$ cat src/sv/mlr_pkg.sv
// shared types, constants and pixel helpers of the midpoint line rasterizer
package mlr_pkg;

   localparam int COORD_W = 6;
   localparam int POS_W = 8;
   localparam int DEC_W = 14;
   localparam int CSR_IDX_W = 1;
   localparam int DEFAULT_GRID_SIZE = 64;
   localparam logic [COORD_W-1:0] GRID_RESET = COORD_W'(15);

   localparam logic [CSR_IDX_W-1:0] CSR_GRID_ROWS = 1'd0;
   localparam logic [CSR_IDX_W-1:0] CSR_GRID_COLS = 1'd1;

   typedef struct packed {
      logic [COORD_W-1:0] start_col;
      logic [COORD_W-1:0] start_row;
      logic [COORD_W-1:0] end_col;
      logic [COORD_W-1:0] end_row;
      logic               thick;
   } req_type;

   typedef struct packed {
      logic [COORD_W-1:0] main_row;
      logic [COORD_W-1:0] main_col;
      logic               main_valid;
      logic [COORD_W-1:0] side_a_row;
      logic [COORD_W-1:0] side_a_col;
      logic               side_a_valid;
      logic [COORD_W-1:0] side_b_row;
      logic [COORD_W-1:0] side_b_col;
      logic               side_b_valid;
      logic               last;
   } rsp_type;

   typedef struct packed {
      logic [COORD_W-1:0] row;
      logic [COORD_W-1:0] col;
      logic               valid;
   } pixel_type;

   typedef struct packed {
      logic load;
      logic setup;
      logic emit;
   } ctl_cmd_type;

   typedef struct packed {
      logic last_col;
      logic out_free;
   } ctl_sts_type;

   function automatic logic signed [POS_W-1:0] to_pos(input logic [COORD_W-1:0] v);
      return $signed({{(POS_W-COORD_W){1'b0}}, v});
   endfunction

   function automatic logic signed [DEC_W-1:0] to_dec(input logic signed [POS_W-1:0] v);
      return $signed({{(DEC_W-POS_W){v[POS_W-1]}}, v});
   endfunction

   // pixel inside the grid keeps its coordinates, anything else reads as zero
   function automatic pixel_type put_pixel(input logic signed [POS_W-1:0] r,
                                           input logic signed [POS_W-1:0] c,
                                           input logic wr,
                                           input logic [COORD_W-1:0] gr,
                                           input logic [COORD_W-1:0] gc);
      pixel_type p;
      logic ok;
      ok = wr && (r >= 0) && (r <= to_pos(gr)) && (c >= 0) && (c <= to_pos(gc));
      p.row = ok ? r[COORD_W-1:0] : '0;
      p.col = ok ? c[COORD_W-1:0] : '0;
      p.valid = ok;
      return p;
   endfunction

endpackage

$ cat src/sv/mlr_ctrl.sv
// sequencer of the midpoint line rasterizer: accept, setup, column walk
module mlr_ctrl (
   input  logic                 clock,
   input  logic                 reset,
   input  logic                 req_valid,
   output logic                 req_ready,
   input  mlr_pkg::ctl_sts_type sts,
   output mlr_pkg::ctl_cmd_type cmd
);
   import mlr_pkg::*;

   localparam logic [1:0] S_IDLE = 2'd0;
   localparam logic [1:0] S_SETUP = 2'd1;
   localparam logic [1:0] S_RUN = 2'd2;

   logic [1:0] state_ff;
   logic [1:0] state_in;

   always_comb begin
      state_in = state_ff;
      cmd = '0;
      req_ready = 1'b0;
      case (state_ff)
         S_IDLE: begin
            req_ready = 1'b1;
            if (req_valid) begin
               cmd.load = 1'b1;
               state_in = S_SETUP;
            end
         end
         S_SETUP: begin
            cmd.setup = 1'b1;
            state_in = S_RUN;
         end
         S_RUN: begin
            if (sts.out_free) begin
               cmd.emit = 1'b1;
               if (sts.last_col) state_in = S_IDLE;
            end
         end
         default: begin
            state_in = S_IDLE;
         end
      endcase
   end

   always_ff @(posedge clock) begin
      if (reset) begin
         state_ff <= S_IDLE;
      end else begin
         state_ff <= state_in;
      end
   end

   a_load_setup: assert property (@(posedge clock) disable iff (reset)
      cmd.load |=> state_ff == S_SETUP) else $error("load not followed by setup");
   a_setup_run: assert property (@(posedge clock) disable iff (reset)
      state_ff == S_SETUP |=> state_ff == S_RUN) else $error("setup not followed by run");
   a_emit_free: assert property (@(posedge clock) disable iff (reset)
      cmd.emit |-> sts.out_free) else $error("emit into a full output register");
   a_last_idle: assert property (@(posedge clock) disable iff (reset)
      (cmd.emit && sts.last_col) |=> state_ff == S_IDLE) else $error("walk ran past last");

endmodule

$ cat src/sv/mlr_datapath.sv
// segment registers, decision update, pixel build and output register
module mlr_datapath #(
   parameter int GRID_SIZE = mlr_pkg::DEFAULT_GRID_SIZE
) (
   input  logic                            clock,
   input  logic                            reset,
   input  mlr_pkg::req_type                req_payload,
   output mlr_pkg::rsp_type                rsp_payload,
   output logic                            rsp_valid,
   input  logic                            rsp_ready,
   input  logic                            csr_we,
   input  logic [mlr_pkg::CSR_IDX_W-1:0]   csr_index,
   input  logic [mlr_pkg::COORD_W-1:0]     csr_wdata,
   input  mlr_pkg::ctl_cmd_type            cmd,
   output mlr_pkg::ctl_sts_type            sts
);
   import mlr_pkg::*;

   localparam int CNT_W = (GRID_SIZE > 2) ? $clog2(GRID_SIZE) : 1;

   logic [COORD_W-1:0]      grid_rows_ff, grid_cols_ff;
   logic signed [POS_W-1:0] col_ff, row_ff;
   logic [COORD_W-1:0]      stop_ff, end_row_ff;
   logic signed [DEC_W-1:0] dec_ff, east_ff, diag_ff;
   logic                    up_ff, thick_ff;
   logic [CNT_W-1:0]        cnt_ff;
   rsp_type                 out_ff;
   logic                    out_valid_ff;

   logic                    up_in;
   logic signed [POS_W-1:0] dx, dy;
   logic                    first, last_col, go_east;
   pixel_type               pm, pa, pb;
   rsp_type                 rsp_in;

   // setup arithmetic
   always_comb begin
      up_in = row_ff < to_pos(end_row_ff);
      dx = to_pos(stop_ff) - col_ff;
      dy = up_in ? (to_pos(end_row_ff) - row_ff) : (row_ff - to_pos(end_row_ff));
   end

   // one column of output
   always_comb begin
      first = (cnt_ff == '0);
      last_col = (col_ff >= to_pos(stop_ff)) || (cnt_ff == CNT_W'(GRID_SIZE - 1));
      go_east = up_ff ? (dec_ff <= 0) : (dec_ff < 0);
      pm = put_pixel(row_ff, col_ff, 1'b1, grid_rows_ff, grid_cols_ff);
      if (up_ff) begin
         pa = put_pixel(row_ff, col_ff + 8'sd1, thick_ff, grid_rows_ff, grid_cols_ff);
         pb = put_pixel(row_ff, col_ff - 8'sd1, thick_ff && !first,
                        grid_rows_ff, grid_cols_ff);
      end else if (first) begin
         pa = put_pixel(row_ff - 8'sd1, col_ff, thick_ff, grid_rows_ff, grid_cols_ff);
         pb = put_pixel('0, '0, 1'b0, grid_rows_ff, grid_cols_ff);
      end else begin
         pa = put_pixel(row_ff + 8'sd1, col_ff, thick_ff, grid_rows_ff, grid_cols_ff);
         pb = put_pixel(row_ff - 8'sd1, col_ff, thick_ff, grid_rows_ff, grid_cols_ff);
      end
      rsp_in.main_row = pm.row;
      rsp_in.main_col = pm.col;
      rsp_in.main_valid = pm.valid;
      rsp_in.side_a_row = pa.row;
      rsp_in.side_a_col = pa.col;
      rsp_in.side_a_valid = pa.valid;
      rsp_in.side_b_row = pb.row;
      rsp_in.side_b_col = pb.col;
      rsp_in.side_b_valid = pb.valid;
      rsp_in.last = last_col;
   end

   always_ff @(posedge clock) begin
      if (reset) begin
         grid_rows_ff <= GRID_RESET;
         grid_cols_ff <= GRID_RESET;
         out_valid_ff <= 1'b0;
      end else begin
         if (csr_we) begin
            case (csr_index)
               CSR_GRID_ROWS: grid_rows_ff <= csr_wdata;
               CSR_GRID_COLS: grid_cols_ff <= csr_wdata;
               default: ;
            endcase
         end
         if (cmd.emit) out_valid_ff <= 1'b1;
         else if (rsp_ready) out_valid_ff <= 1'b0;
      end
   end

   always_ff @(posedge clock) begin
      if (cmd.load) begin
         col_ff <= to_pos(req_payload.start_col);
         row_ff <= to_pos(req_payload.start_row);
         stop_ff <= req_payload.end_col;
         end_row_ff <= req_payload.end_row;
         thick_ff <= req_payload.thick;
      end
      if (cmd.setup) begin
         up_ff <= up_in;
         dec_ff <= (to_dec(dy) <<< 1) - to_dec(dx);
         east_ff <= to_dec(dy) <<< 1;
         diag_ff <= (to_dec(dy) - to_dec(dx)) <<< 1;
         cnt_ff <= '0;
      end
      if (cmd.emit) begin
         out_ff <= rsp_in;
         if (!last_col) begin
            if (go_east) begin
               dec_ff <= dec_ff + east_ff;
            end else begin
               dec_ff <= dec_ff + diag_ff;
               row_ff <= up_ff ? row_ff + 8'sd1 : row_ff - 8'sd1;
            end
            col_ff <= col_ff + 8'sd1;
            cnt_ff <= cnt_ff + CNT_W'(1);
         end
      end
   end

   assign sts.last_col = last_col;
   assign sts.out_free = !out_valid_ff || rsp_ready;
   assign rsp_payload = out_ff;
   assign rsp_valid = out_valid_ff;

endmodule

$ cat src/sv/midpoint_line_rasterizer_top.sv
// top level of the midpoint line rasterizer: sequencer plus datapath
// a segment is taken only in idle and loaded, setup follows, then the column walk
// registers n column beats, n at most GRID_SIZE, before the next segment is taken
// the walk makes one decision update per cycle while the output register is free
// a column beat waits in the output register while the walk stalls on rsp_ready
// reset (synchronous, active high): sequencer idle, no beat pending, grid limits 15
module midpoint_line_rasterizer_top #(
   parameter int GRID_SIZE = mlr_pkg::DEFAULT_GRID_SIZE
) (
   input  logic                          clock,
   input  logic                          reset,
   input  logic                          req_valid,
   output logic                          req_ready,
   input  mlr_pkg::req_type              req_payload,
   output logic                          rsp_valid,
   input  logic                          rsp_ready,
   output mlr_pkg::rsp_type              rsp_payload,
   input  logic                          csr_we,
   input  logic [mlr_pkg::CSR_IDX_W-1:0] csr_index,
   input  logic [mlr_pkg::COORD_W-1:0]   csr_wdata
);
   import mlr_pkg::*;

   // command and status between sequencer and datapath
   ctl_cmd_type cmd;
   ctl_sts_type sts;

   // sequencer: idle takes a segment, setup follows, then one column per free slot
   mlr_ctrl u_ctrl (
      .clock     (clock),
      .reset     (reset),
      .req_valid (req_valid),
      .req_ready (req_ready),
      .sts       (sts),
      .cmd       (cmd)
   );

   // datapath: grid limits, decision variable, neighbour pixels, output register
   mlr_datapath #(
      .GRID_SIZE (GRID_SIZE)
   ) u_datapath (
      .clock       (clock),
      .reset       (reset),
      .req_payload (req_payload),
      .rsp_payload (rsp_payload),
      .rsp_valid   (rsp_valid),
      .rsp_ready   (rsp_ready),
      .csr_we      (csr_we),
      .csr_index   (csr_index),
      .csr_wdata   (csr_wdata),
      .cmd         (cmd),
      .sts         (sts)
   );

endmodule

$ cat config.mk
export PLATFORM = sky130hd
export DESIGN_NAME = midpoint_line_rasterizer_top
export DESIGN_NICKNAME = d
export VERILOG_FILES = /design/src/sv/mlr_pkg.sv /design/src/sv/mlr_ctrl.sv /design/src/sv/mlr_datapath.sv /design/src/sv/midpoint_line_rasterizer_top.sv
export SDC_FILE = /design/constraint.sdc
export NUM_CORES = 1
export LEC_CHECK = 0
export ABC_AREA = 1
export BUFFER_PORTS_ARGS = -buffer_cell sky130_fd_sc_hd__buf_2
export CAP_MARGIN = 25
export CORE_MARGIN = 8
export CORE_UTILIZATION = 50
export DETAILED_ROUTE_END_ITERATION = 7
export PLACE_DENSITY = 0.77
export REMOVE_ABC_BUFFERS = 1
export SLEW_MARGIN = 5
export SYNTH_ARGS = -nofsm -noshare
export SYNTH_HDL_FRONTEND = slang
export SYNTH_HIERARCHICAL = 1
export SYNTH_SLANG_ARGS = --single-unit
$ cat constraint.sdc
create_clock -name clock -period 7.35 [get_ports clock]
set_clock_uncertainty 0.05 [all_clocks]
set_input_delay 1.47 -clock clock [delete_from_list [all_inputs] [get_ports clock]]
set_output_delay 1.47 -clock clock [all_outputs]
set_load 0.05 [all_outputs]
==> reports/qor.log <==
qor: final_layout.drive_above_1_share 0.1358
qor: final_layout.final_nets 1303
qor: floorplan.top_level_ports 79
qor: floorplan.initial_utilization 0.5046
qor: timing.grt_setup_unrepaired false
qor: timing.holdWs 0.4551 ns
qor: worst_setup_path.setup.worst_path.start_class register
qor: drt.first_pass_iters 5
qor: pwr.sw_frac_of_total 0.4449
qor: placed_design.dp_hpwl 16540 um
qor: pwr.power_report.internal_total 2.062 mW
qor: drt.detail_route.wirelength 22320 um
qor: worst_setup_path.crit_path_cell_trace inv_2 > ha_1 > a21oi_1 > nand2_1 > nand2_1 > nand2_1 > nand2_2 > o21ai_0 > inv_1 > fa_1 > o21ai_0 > a21oi_1 > o21bai_1 > nand2_1 > nand2_1 > a21oi_1
qor: timing.max-slew-margin-rel 0.5055
qor: worst_setup_path.arrival 4.12 ns
qor: timing.timing.setup.tns 0 ns
qor: worst_setup_path.crit_top_cell sky130_fd_sc_hd__nand2_1
qor: drt.vias_per_cell 5.412
qor: logic_synthesis.synth_sequential_area_ratio 0.3662
qor: grt.grt_max_degree 45
qor: pwr.share_seq_of_total_power 0.267
qor: logic_synthesis.postSynthCellCount 1100
qor: floorplan.dieHeight 147.4 um
qor: pwr.power.share.combinational 0.520
qor: timing.finalCritPeriodShare 0.5461
qor: worst_setup_path.rr_worst_depth 16
qor: final_layout.count_of_antenna_diodes_in_the_layout 0
qor: clock_tree.cts_root_buffer sky130_fd_sc_hd__clkbuf_16
qor: hold_path.hold_path.class reg -> reg
qor: logic_synthesis.ys_seq_elements 122
qor: floorplan.die_width 147.4 um
qor: grt.vias_in_the_first_global_route 7197
qor: grt.grt_total_usage 0.2044
qor: worst_setup_path.path_class reg -> reg
qor: clock_tree.insertion_delay 0.41 ns
qor: pwr.power-per-cell-area 379.9 nW/um^2
qor: clock_tree.numCtsBuffers 17
qor: clock_tree.cts.clk_slew.worst_paths 0.06 ns
qor: timing.fin_crit 4.014 ns
qor: timing.worst_pin_slew 0.7409 ns
qor: drt.detailedRoute.firstIterationViolations 560
qor: drt.drt.antenna.violating_nets 0
qor: pwr.worst_ir_drop_vdd 0.2308 mV
qor: drt.dr_total_vias 7637
qor: timing.hold_viol 0
qor: drt.drc 0
qor: placed_design.place_congestion 0.9313
qor: logic_synthesis.syn_area 8637 um^2
qor: logic_synthesis.postSynthAreaPerCell 7.852 um^2
qor: clock_tree.cts_htree_levels 4
qor: flow_run.drv.max_cap_violation_count 0
qor: clock_tree.clock_sinks 122
qor: worst_setup_path.timing.critical_path.fanout_max 11
qor: timing.setup_ws 3.336 ns
qor: clock_tree.postCtsResizedCells 0
qor: worst_setup_path.worst_path_required 7.46 ns
qor: pwr.power.switching 1.653 mW
qor: worst_setup_path.end_kind register
qor: final_layout.area.growth.synth_to_final 13.21%
qor: hold_path.worstHoldEndpoint u_datapath/grid_rows_ff[0]
qor: grt.globalRoute.totalOverflow 0
qor: timing.slew_viol_final 0
qor: clock_tree.cts.path.max_buffers 2
qor: grt.antenna_found_initial 0
qor: outcome.status completed
qor: final_layout.n_fill_cell 1566
qor: hold_path.worstHoldPathCells 2
qor: floorplan.floorplan.die_area 21740 um^2
qor: clock_tree.cts_setup_buffers 0
qor: grt.grt_pass1_wl 36000 um
qor: logic_synthesis.synth.distinct_cells 49
qor: pwr.power.clock.fraction 0.213
qor: timing.clock.fmax 249.1 MHz
qor: clock_tree.cts-hold-fix-buffers 0
qor: floorplan.num_rows 48
qor: pwr.total_power 3.715 mW
qor: worst_setup_path.reg2reg_slack 3.34 ns
qor: logic_synthesis.total_number_of_yosys_warnings 6
qor: clock_tree.cts_tree built
qor: worst_setup_path.crit-reg2reg-launch u_datapath/row_ff[3]
qor: worst_setup_path.worstReg2RegEnd u_datapath/diag_ff[9]
qor: worst_setup_path.critPathMaxStageDelay 0.65 ns
qor: placed_design.number_of_buffers_added_on_ports 78
qor: hold_path.worstHoldStart u_datapath/grid_rows_ff[0]
qor: worst_setup_path.critical-path-slowest-cell sky130_fd_sc_hd__dfxtp_1
qor: pwr.total_leakage_power 4.701 nW
qor: placed_design.pre_cts_setup_slack 2.887 ns
qor: drt.avgRoutedWirePerCell 15.82 um
qor: timing.setup-violations-final 0
qor: floorplan.coreArea 17120 um^2
kinds of logic (layout without fill, tap and decap cells):
family | count (synthesis) | after routing | share of synthesized area
simple gates | 496 | 496 | 0.2522
xor+xnor | 47 | 47 | 0.04853
compound gates | 161 | 161 | 0.1053
buf+inv | 181 | 267 | 0.08779
flops | 122 | 122 | 0.3662
fa+ha+maj | 93 | 93 | 0.1399
how the worst max path moves through the flow:
stage | start | to | slack [ns] | cells after the start
CTS | rsp_ready | u_datapath/col_ff[1] | 3.29 | 7
global placement | rsp_ready | u_datapath/dec_ff[0] | 3.02 | 7
finish | u_datapath/row_ff[3] | u_datapath/diag_ff[9] | 3.34 | 16
floorplan | rsp_ready | u_datapath/dec_ff[0] | 3.76 | 6
detailed placement | rsp_ready | u_datapath/col_ff[1] | 2.89 | 7
global route | u_datapath/row_ff[0] | u_datapath/dec_ff[13] | 3.07 | 24
synth_stat cells (all sizes together):
master,count,area share
nand2,300,0.13
inv,151,0.067
nand3,92,0.059
ha,87,0.13
edfxtp,72,0.25
o21ai,66,0.038
nor2,57,0.028
a21oi,54,0.032
dfxtp,50,0.12
xor2,40,0.041
nor3,23,0.016
buf,21,0.017
nand4,17,0.013
o211ai,17,0.015
a31oi,9,0.0065
clkbuf,8,0.0035
xnor2,7,0.0071
fa,6,0.014
a211oi,4,0.0035
o21bai,3,0.0026
and3,2,0.0016
nand3b,2,0.0017
o221ai,2,0.0020
or2,2,0.0014
a21o,1,0.00087
a22oi,1,0.00087
a32oi,1,0.0010
and2,1,0.00072
clkinv,1,0.00058
o2111ai,1,0.0010
o21a,1,0.00087
o31ai,1,0.00087
cells in the final DEF (no fill, tap or decap), types with 16 or more instances in the layout:
master / count
sky130_fd_sc_hd__ha_1: 87
sky130_fd_sc_hd__o21ai_0: 62
sky130_fd_sc_hd__nand3_1: 84
sky130_fd_sc_hd__inv_1: 135
sky130_fd_sc_hd__dfxtp_1: 50
sky130_fd_sc_hd__edfxtp_1: 72
sky130_fd_sc_hd__nand2_1: 298
sky130_fd_sc_hd__xor2_1: 39
sky130_fd_sc_hd__a21oi_1: 52
sky130_fd_sc_hd__o211ai_1: 17
sky130_fd_sc_hd__buf_2: 78
sky130_fd_sc_hd__nor3_1: 19
sky130_fd_sc_hd__nand4_1: 16
sky130_fd_sc_hd__nor2_1: 48
sky130_fd_sc_hd__clkbuf_16: 17
flip-flops by register name, indices dropped and copies added, names as in the netlist, 6 cells and up:
name	cells
u_datapath/stop_ff	6
u_datapath/end_row_ff	6
u_datapath/rsp_payload	40
u_datapath/cnt_ff	6
u_datapath/col_ff	8
u_datapath/row_ff	8
u_datapath/diag_ff	9
u_datapath/grid_cols_ff	6
u_datapath/dec_ff	14
u_datapath/grid_rows_ff	6
u_datapath/east_ff	8
power groups by stage:
stage                     Combinational [mW]  Sequential (mW)  Clock (mW)
final                                   1.93            0.991       0.791
after global placement                  1.85            0.998           0
after CTS                               1.91            0.987       0.800
after global routing                    2.19             1.00       0.829
after floorplan                         1.45             1.00           0
after detailed placement                1.89            0.999           0
metal layers:
| metal | global-route usage | vias up | wire length [um] | part of all wire |
|---|---|---|---|---|
| met5 | 0 | - | 0 | 0 |
| met3 | 0.04891 | 34 | 1698 | 0.076 |
| met4 | 0.07751 | 0 | 438 | 0.020 |
| li1 | - | 3814 | - | - |
| met1 | 0.2641 | 3491 | 9939 | 0.45 |
| met2 | 0.3255 | 298 | 10240 | 0.46 |
per-stage QoR:
stage | instances | cell area [um^2] | util
CTS | 1409 | 9723 | 0.5681
global route | 1411 | 9778 | 0.5713
global placement | 1377 | 9158 | 0.5350
finish | 1411 | 9778 | 0.5713
floorplan | 1071 | 8461 | -
detailed placement | 1377 | 9158 | 0.5350
area by class of cell:
class / count / area, um^2 / share of cell area
Multi-Input combinational cell: 797 / 4718 / 0.4825
Sequential cell: 122 / 3163 / 0.3235
Inverter: 152 / 581.8 / 0.05950
Clock buffer: 20 / 466.7 / 0.04773
Clock inverter: 12 / 98.84 / 0.01011
Tap cell: 225 / 281.5 / 0.02879
Timing Repair Buffer: 83 / 467.9 / 0.04786
worst max-delay path, delay by kind of cell, from the launching register on:
kind            cells  cell delay (ns)
compound gates      6             1.31
fa+ha+maj           2             0.96
flops               1             0.65
simple gates        6             0.47
buf+inv             2             0.31
Note: power is estimated with default switching activity, not from simulation.
